===== config.mk =====
export PLATFORM = sky130hd
export DESIGN_NAME = tsfc_mul
export DESIGN_NICKNAME = d
export VERILOG_FILES = /design/src/hw/rtl/tsfc_pkg.sv /design/src/hw/rtl/tsfc_mul.sv
export SDC_FILE = /design/constraint.sdc
export NUM_CORES = 2
export LEC_CHECK = 0
export BUFFER_PORTS_ARGS = -buffer_cell sky130_fd_sc_hd__buf_2
export CAP_MARGIN = 20
export CELL_PAD_IN_SITES_DETAIL_PLACEMENT = 1
export CELL_PAD_IN_SITES_GLOBAL_PLACEMENT = 1
export CORE_MARGIN = 5
export CORE_UTILIZATION = 51
export DETAILED_ROUTE_END_ITERATION = 6
export PLACE_DENSITY = 0.93
export RECOVER_POWER = 100
export SETUP_SLACK_MARGIN = 0.4
export SYNTH_ARGS = -nofsm -noshare
export SYNTH_HDL_FRONTEND = slang
export SYNTH_SLANG_ARGS = --single-unit

===== constraint.sdc =====
create_clock -name clk -period 10.5 [get_ports clk]
set_input_delay 1.575 -clock clk [delete_from_list [all_inputs] [get_ports clk]]
set_output_delay 1.575 -clock clk [all_outputs]
set_load 0.02 [all_outputs]

===== src/hw/rtl/tsfc_pkg.sv =====
// Shared types, constants and saturating helpers for the trajectory cost block.
package tsfc_pkg;

  // Working value: every product and sum saturates to +-(2^62-1), so 63 bits hold it.
  typedef logic signed [62:0] val_t;
  typedef logic signed [47:0] grad_t;

  localparam int WINDOW_POINTS = 4;
  localparam int AXES          = 3;
  localparam int CFG_IDX_W     = 3;
  localparam int CFG_DATA_W    = 32;

  localparam logic signed [63:0] LIM64   = 64'sh3FFF_FFFF_FFFF_FFFF;
  localparam logic [62:0]        LIM_U   = 63'h3FFF_FFFF_FFFF_FFFF;
  localparam logic signed [63:0] G48MAX  = 64'sh0000_7FFF_FFFF_FFFF;
  localparam logic signed [63:0] G48MIN  = -64'sh0000_8000_0000_0000;

  // Register indexes of the configuration port.
  localparam logic [CFG_IDX_W-1:0] REG_SMOOTH_W  = 3'd0;
  localparam logic [CFG_IDX_W-1:0] REG_FEAS_W    = 3'd1;
  localparam logic [CFG_IDX_W-1:0] REG_VEL_LIM   = 3'd2;
  localparam logic [CFG_IDX_W-1:0] REG_ACC_LIM   = 3'd3;
  localparam logic [CFG_IDX_W-1:0] REG_INV_INT   = 3'd4;
  localparam logic [CFG_IDX_W-1:0] REG_USE_JERK  = 3'd5;
  localparam logic [CFG_IDX_W-1:0] REG_CLAMP_END = 3'd6;

  // Register reset values.
  localparam logic [31:0] RST_SMOOTH_W = 32'd65536;
  localparam logic [31:0] RST_FEAS_W   = 32'd65536;
  localparam logic [30:0] RST_VEL_LIM  = 31'd196608;
  localparam logic [30:0] RST_ACC_LIM  = 31'd196608;
  localparam logic [31:0] RST_INV_INT  = 32'd655360;

  // Request to and response from the shared multiplier.
  typedef struct packed {
    logic go;
    val_t a;
    val_t b;
  } mul_req_t;

  typedef struct packed {
    logic done;
    val_t prod;
  } mul_rsp_t;

  // Clamp a 64-bit signed value to +-(2^62-1).
  function automatic val_t clamp64(logic signed [63:0] s);
    val_t r;
    if (s > LIM64) begin
      r = LIM64[62:0];
    end else if (s < -LIM64) begin
      r = -$signed(LIM_U);
    end else begin
      r = s[62:0];
    end
    return r;
  endfunction

  function automatic val_t sadd(val_t a, val_t b);
    logic signed [63:0] s;
    s = $signed({a[62], a}) + $signed({b[62], b});
    return clamp64(s);
  endfunction

  // Saturating multiply by two, or by minus two when neg is set.
  function automatic val_t sat2(val_t x, logic neg);
    logic signed [63:0] d;
    d = $signed({x, 1'b0});
    if (neg) begin
      d = -d;
    end
    return clamp64(d);
  endfunction

  // Amount by which a value lies outside the band -lim..lim.
  function automatic val_t excess(val_t v, logic [30:0] lim);
    val_t l;
    val_t r;
    l = $signed({32'd0, lim});
    if (v > l) begin
      r = v - l;
    end else if (v < -l) begin
      r = v + l;
    end else begin
      r = '0;
    end
    return r;
  endfunction

  // Pending gradient plus an increment, saturated to 48 bits.
  function automatic grad_t sat48(grad_t p, val_t add);
    logic signed [63:0] s;
    grad_t r;
    s = $signed({{16{p[47]}}, p}) + $signed({add[62], add});
    if (s > G48MAX) begin
      r = G48MAX[47:0];
    end else if (s < G48MIN) begin
      r = G48MIN[47:0];
    end else begin
      r = s[47:0];
    end
    return r;
  endfunction

  function automatic val_t sext32(logic [31:0] x);
    return $signed({{31{x[31]}}, x});
  endfunction

endpackage


===== src/hw/rtl/tsfc_mul.sv =====
// Shared Q16.16 multiplier: four 32x32 partial products, truncation and saturation.
module tsfc_mul (
  input  logic               clk,
  input  logic               rst_n,
  input  tsfc_pkg::mul_req_t req,
  output tsfc_pkg::mul_rsp_t rsp
);

  logic [62:0]  ua_r, ub_r;
  logic         neg_r;
  logic [2:0]   ph_r;
  logic         busy_r;
  logic         done_r;
  logic [63:0]  pp_r;
  logic [125:0] acc_r;
  tsfc_pkg::val_t prod_r;

  logic [31:0]  mx, my;
  logic [63:0]  pp_c;
  logic [125:0] addend;
  logic [95:0]  r96;
  logic         big;
  logic [62:0]  mag;
  tsfc_pkg::val_t fin;

  // Operand lanes for the partial product of this phase.
  always_comb begin
    case (ph_r)
      3'd2: begin
        mx = ua_r[31:0];
        my = {1'b0, ub_r[62:32]};
      end
      3'd3: begin
        mx = {1'b0, ua_r[62:32]};
        my = ub_r[31:0];
      end
      3'd4: begin
        mx = {1'b0, ua_r[62:32]};
        my = {1'b0, ub_r[62:32]};
      end
      default: begin
        mx = ua_r[31:0];
        my = ub_r[31:0];
      end
    endcase
  end

  assign pp_c = mx * my;

  // The partial product from the previous phase, placed at its weight.
  always_comb begin
    case (ph_r)
      3'd2:      addend = {62'd0, pp_r};
      3'd3,
      3'd4:      addend = {30'd0, pp_r, 32'd0};
      3'd5:      addend = {pp_r[61:0], 64'd0};
      default:   addend = '0;
    endcase
  end

  // Drop sixteen fraction bits, saturate the magnitude and restore the sign.
  always_comb begin
    r96 = acc_r[111:16];
    big = (|acc_r[125:112]) || (r96 > {33'd0, tsfc_pkg::LIM_U});
    mag = big ? tsfc_pkg::LIM_U : r96[62:0];
    fin = neg_r ? -$signed(mag) : $signed(mag);
  end

  // Phase control.
  always_ff @(posedge clk) begin
    if (!rst_n) begin
      busy_r <= 1'b0;
      ph_r   <= 3'd0;
      done_r <= 1'b0;
    end else begin
      done_r <= 1'b0;
      if (req.go) begin
        busy_r <= 1'b1;
        ph_r   <= 3'd1;
      end else if (busy_r) begin
        if (ph_r == 3'd6) begin
          busy_r <= 1'b0;
          done_r <= 1'b1;
          ph_r   <= 3'd0;
        end else begin
          ph_r <= ph_r + 3'd1;
        end
      end
    end
  end

  // Operand magnitudes, partial products and the accumulator.
  always_ff @(posedge clk) begin
    if (req.go) begin
      ua_r  <= req.a[62] ? 63'(-req.a) : 63'(req.a);
      ub_r  <= req.b[62] ? 63'(-req.b) : 63'(req.b);
      neg_r <= req.a[62] ^ req.b[62];
      acc_r <= '0;
    end else if (busy_r) begin
      pp_r  <= pp_c;
      acc_r <= acc_r + addend;
      if (ph_r == 3'd6) begin
        prod_r <= fin;
      end
    end
  end

  assign rsp.done = done_r;
  assign rsp.prod = prod_r;

endmodule


# After elaboration in Yosys (flattened, before gate mapping)
# Cells that the tools add are included.
[word_totals]
reg_bits = 385
in_bits = 129
output_inout_bits = 64
elab_cells = 51
[classes]
muxes = 14
eq_ne = 5
bitwise_logic = 4
n_addsub = 5
order_cmp = 1
n_reduce_logical = 9
mul = 1
[op_table]
columns = ["op", "n"]
rows = [
  ["126-bit one-hot mux with 3 select lines", 1],
  ["63-bit negator", 3],
  ["126-bit adder", 1],
  ["63-bit 2-to-1 mux", 2],
  ["62-bit 2-to-1 mux", 2],
  ["96-bit by 62-bit greater-than comparator with 1-bit output, second input constant", 1],
  ["32-bit by 32-bit multiplier with 64-bit output", 1],
  ["32-bit 2-to-1 mux", 2],
  ["14-bit OR reduction", 1],
  ["3-bit equality test, second input constant", 3],
  ["3-bit by 2-bit equality test with 1-bit output, second input constant", 2],
  ["1-bit 2-to-1 mux", 6],
  ["2-bit OR reduction", 3],
  ["3-bit by 1-bit adder with 3-bit output, second input constant", 1],
  ["3-bit 2-to-1 mux", 1],
  ["1-bit NOT", 3],
  ["3-bit AND reduction", 1],
  ["3-bit OR reduction", 1],
  ["2-bit AND reduction", 1],
  ["2-bit nonzero test", 1],
  ["1-bit logical OR", 1],
  ["1-bit bitwise XOR", 1],
]

# Logic depth before layout (Yosys ltp)
[depth]
word_depth = 5
depth_mapped = 37
depth_no_buf = 33

# Worst setup path after synthesis
# No wires, ideal clock.
[synth_path]
path_kind = "flip-flop to flip-flop"
from = "reg ph_r[2]"
to = "reg pp_r[63], data pin"
arrival_time_ns = 9.274
path_stages_with_launch = 36
setup_time_ns = 0.260
t_required_ns = 10.240
path_buffers = 4
slack_ns = 0.966
period_less_slack_ns = 9.534
cell_sequence = "dfxtp_1 -> clkbuf_1 -> nand2b_1 -> o21ai_0 -> clkbuf_1 -> buf_1 -> mux2i_1 -> clkbuf_1 -> nor2_1 -> fa_1 -> fa_1 -> fa_1 -> inv_1 -> fa_1 -> inv_1 -> fa_1 -> inv_1 -> fa_1 -> inv_1 -> fa_1 -> inv_1 -> fa_1 -> inv_1 -> ha_1 -> and3_1 -> and3_1 -> o2111ai_1 -> a21oi_1 -> nor2_1 -> o311a_1 -> o31a_1 -> o21a_1 -> o21ai_0 -> a221oi_1 -> o21ai_0 -> xnor2_1"
[synth_via]
elab_chain_len = 4
elab_cells_between_ends = 8
cone_classes = "mul: 1; eq/ne: 3; mux: 2; reduce/logical: 2"
[synth_rtl]
columns = ["element", "line", "source"]
rows = [
  ["start: declaration", "tsfc_mul.sv:11", "logic [2:0] ph_r;"],
  ["start signal: assignment", "tsfc_mul.sv:86", "ph_r <= ph_r + 3'd1;"],
  ["3-bit by 2-bit equality test with 1-bit output or 3-bit equality test (tied branches)", "tsfc_mul.sv:28", "case (ph_r)"],
  ["2-bit OR reduction (no line)", "--", ""],
  ["32-bit 2-to-1 mux", "tsfc_mul.sv:28", ""],
  ["32-bit by 32-bit multiplier with 64-bit output (*)", "tsfc_mul.sv:48", "assign pp_c = mx * my;"],
  ["net pp_c[63]", "tsfc_mul.sv:19", "logic [63:0] pp_c;"],
  ["end signal: assignment", "tsfc_mul.sv:100", "pp_r <= pp_c;"],
  ["end: declaration", "tsfc_mul.sv:14", "logic [63:0] pp_r;"],
]
# Mark *: on every way through the listed nets, which the timed path passes. The rest lies on a longest branch.
# A chain may end at the register's enable or synchronous reset.

# Worst setup path in the final report
[layout_path]
from = "reg ph_r[2]"
to = "reg pp_r[57], data pin"
# Same word-level chain as after synthesis.

==> impl_summary.md <==
STA
Setup repair after global routing could not meet its margin everywhere. The slew of the pin with the lowest slew margin is 4.62 ns. The final critical path time including I/O delays and setup is between 10 and 15 ns. The count of pins over their slew limit is 503.

In the finished design, the share of the clock period the worst path needs comes to 0.977. The hold violation count in the final report was 0. Across the routed clock network, the largest skew measured is 0.0424 ns. Setup violations remaining at the end of the flow were counted as 0. Summed over all failing endpoints, the final setup total negative slack is 0 ns. Measured against its own limit, the worst slew margin works out to -2.08. The highest achievable clock rate is 97.4 MHz.

Global routing
The number of antenna violations at the first check in global routing is 18. For this run the aggregate overflow at the end of global routing stands at 0. Entering global routing, the biggest net connects 86 pins. The first global-routing pass estimated 375000 um of wire. The via count of the first global-routing pass is roughly 59000. Across every metal layer, demand over resource in global routing totals 0.413.

Clock network
The clock insertion delay at the later pin of the skew report is 0.66 ns. The clock buffer count from CTS is 45. The clock root buffer is sky130_fd_sc_hd__clkbuf_16. The largest buffer count on any clock path is 3. The CTS sink count is 385. The number of H-tree levels is 2.

The clock tree from TritonCTS is built. The quantity of hold-fixing buffers added after cts is 0. The clock transition at the registers of the reported paths is 0.07 ns.

Synth
Counting flops with an async set or reset pin after synthesis yields a share of 0. The netlist uses 73 different library cells. After technology mapping, the gate count stands at 6616.

Yosys printed 0 warnings. Of all cell types, the one taking the most synthesized area is sky130_fd_sc_hd__fa_1. The most used flip-flop cell after synthesis is sky130_fd_sc_hd__edfxtp_1.

The total nets after synthesis is 8033. The mean cell area of the mapped netlist is 8.83 um2. After synthesis, the cell types taking the most area are sky130_fd_sc_hd__fa_1, sky130_fd_sc_hd__edfxtp_1, sky130_fd_sc_hd__ha_1. Yosys mapped a number of flops with a built-in enable equal to between 200 and 300. The synthesized cell area is 58400 um2. Of the post-synthesis cell area, the dominant cell type holds 0.307. Counting flops and latches in the post-synthesis netlist gives around 390. The portion of the post-synthesis area used by sequential elements is 0.175.

Route
The routed layout has 53600 vias. For this block, the initial DRC count from the detailed router was 5729. For this run, design rule violations remaining after detail routing come to 20. In this run the remaining antenna-violating nets after routing total 0. The average wire per standard cell is 31.2 um. The routed wire length is between 200000 and 300000 um. For this run, the detailed router's first-pass iteration total came to 6. The average vias per placed instance is 6.53.

Critical path
The largest single stage delay on the critical path is 0.93 ns. The critical path required time is about 11 ns. The cell with the most instances on the worst path is sky130_fd_sc_hd__fa_1.

The worst setup path is of the reg -> reg kind. The largest fanout of any net on the critical path is 15. The worst setup path is captured at a flop. The data arrival time at the worst-slack endpoint is roughly 11 ns. The type of origin of the critical path is a flop. The slowest stage of the critical path belongs to the cell sky130_fd_sc_hd__mux2i_1.

Finish
The layout has 13300 filler cells. The register area is approximately 10000 um2. The count of placed standard cells in the final layout, fillers left out is 8208. The final net count is roughly 8100. The core occupancy in the finished layout is 0.551. After routing the design area is 62800 um2. The area growth from synthesis to layout is 7.48%. The fraction of layout instances using a drive strength above 1 is 0.0670. The area occupied by multi-input gates is 43500 um2.

Placed design
The HPWL after detailed placement is 192000 um. The final weighted congestion in routability-driven placement is roughly 1.0. The number of placed instances, taps included is 8108. The cell area reported after detailed placement is approximately 61000 um2. The number of I/O port buffers is 192.

Status
The final reports fail on design-rule violations, max-capacitance violations, max-slew violations. The flow ran to the end, but the final reports show violations.

Die
The initial utilization of the core area, before any placement, comes to 0.512. The core region is 114000 um2. The floorplan step set the die width to 348 um. The number of ports placed on the die boundary is 193. The floorplan step set the die height to 348 um. The area of the die is between 100000 and 150000 um2. The number of rows in the core area is 124.

Min path
In this run the worst hold path is classified as reg -> reg.

Job
Max-cap violations in this run came to 8.
-- per-layer routing --
metal	track usage	wire length, um	vias to the layer above
li1	-	-	21600
met1	0.445	83600	26600
met2	0.666	116000	3813
met3	0.127	27800	1649
met4	0.345	28300	14
met5	0	127	-
-- final cells by class --
cell class / instances / area share
clock inverters: 25 / 0.00446
repair buffers: 323 / 0.0313
flip-flops and latches: 385 / 0.163
multi-input cells: 4929 / 0.693
diodes: 7 / 0.000279
clock buffers: 58 / 0.0198
inverters: 969 / 0.0580
well taps: 1512 / 0.0301
-- metrics by stage --
step | hold slack, ns | setup slack [ns]
finish | 0.492 | 0.238
floorplan | 0.432 | 0.966
detailed placement | 0.471 | 0.0427
CTS | 0.494 | 0.405
global route | 0.518 | 0.192
global placement | 0.443 | 0.575
-- worst max-delay path: cells and delay by family (launching register included) --
kind	cells	cell delay [ns]
buf+inv	6	0.64
mux	1	0.93
flops	1	0.46
fa+ha+maj	9	4.50
compound gates	7	1.99
simple gates	8	1.49
-- synthesized netlist by cell type, drive strengths merged, types with 46 or more instances --
cell / n
xor2: 91
a21oi: 268
nor2: 886
ha: 391
o31ai: 54
a22o: 68
nand2: 717
mux2: 60
mux2i: 118
and2: 73
edfxtp: 254
clkbuf: 301
a21o: 111
or3: 61
inv: 967
nand4: 86
o21ai: 294
fa: 897
dfxtp: 131
o21bai: 46
nor3: 63
xnor2: 229
-- placed cells by master, fill, tap and decap left out, drive strengths merged, types with 91 or more instances in the layout --
cell,count
edfxtp,254
xnor2,229
o21ai,294
ha,391
a21oi,268
a21o,111
mux2i,118
fa,897
buf,241
inv,972
xor2,91
nand2,717
dfxtp,131
clkbuf,140
nor2,886
-- state kept, by name, indices dropped and copies added, names as in the netlist --
signal / count
acc_r: 126
busy_r: 1
done_r: 1
neg_r: 1
ph_r: 3
pp_r: 64
prod_r: 63
ua_r: 63
ub_r: 63
-- cell families after synthesis --
group           count (synthesis)  share of synthesized area
buf+inv                      1302                     0.0837
compound gates               1042                      0.114
xor+xnor                      320                     0.0480
flops                         385                      0.175
simple gates                 2101                      0.156
mux                           178                     0.0318
fa+ha+maj                    1288                      0.391
-- worst paths after layout --
| check | start | end | slack [ns] | depth (start not counted) |
|---|---|---|---|---|
| worst max-delay path | ph_r[2] | pp_r[57] | 0.24 | 31 |
| worst min-delay path | acc_r[11] | acc_r[11] | 0.49 | 2 |
| worst max register to register | ph_r[2] | pp_r[57] | 0.24 | 31 |
| worst min register to register | acc_r[11] | acc_r[11] | 0.49 | 2 |
-- repair_timing --
item / in CTS / in global routing
resized for setup: 3 / 28
pin swaps: 1 / 1
setup buffers: 3 / 3
setup endpoints to repair: 8 / 18
cloned: 0 / 1
endpoints found under the hold margin: 0 / 0
Power is not shown: default switching activity piles up to over one toggle a cycle in this logic, so the estimate is an artifact.
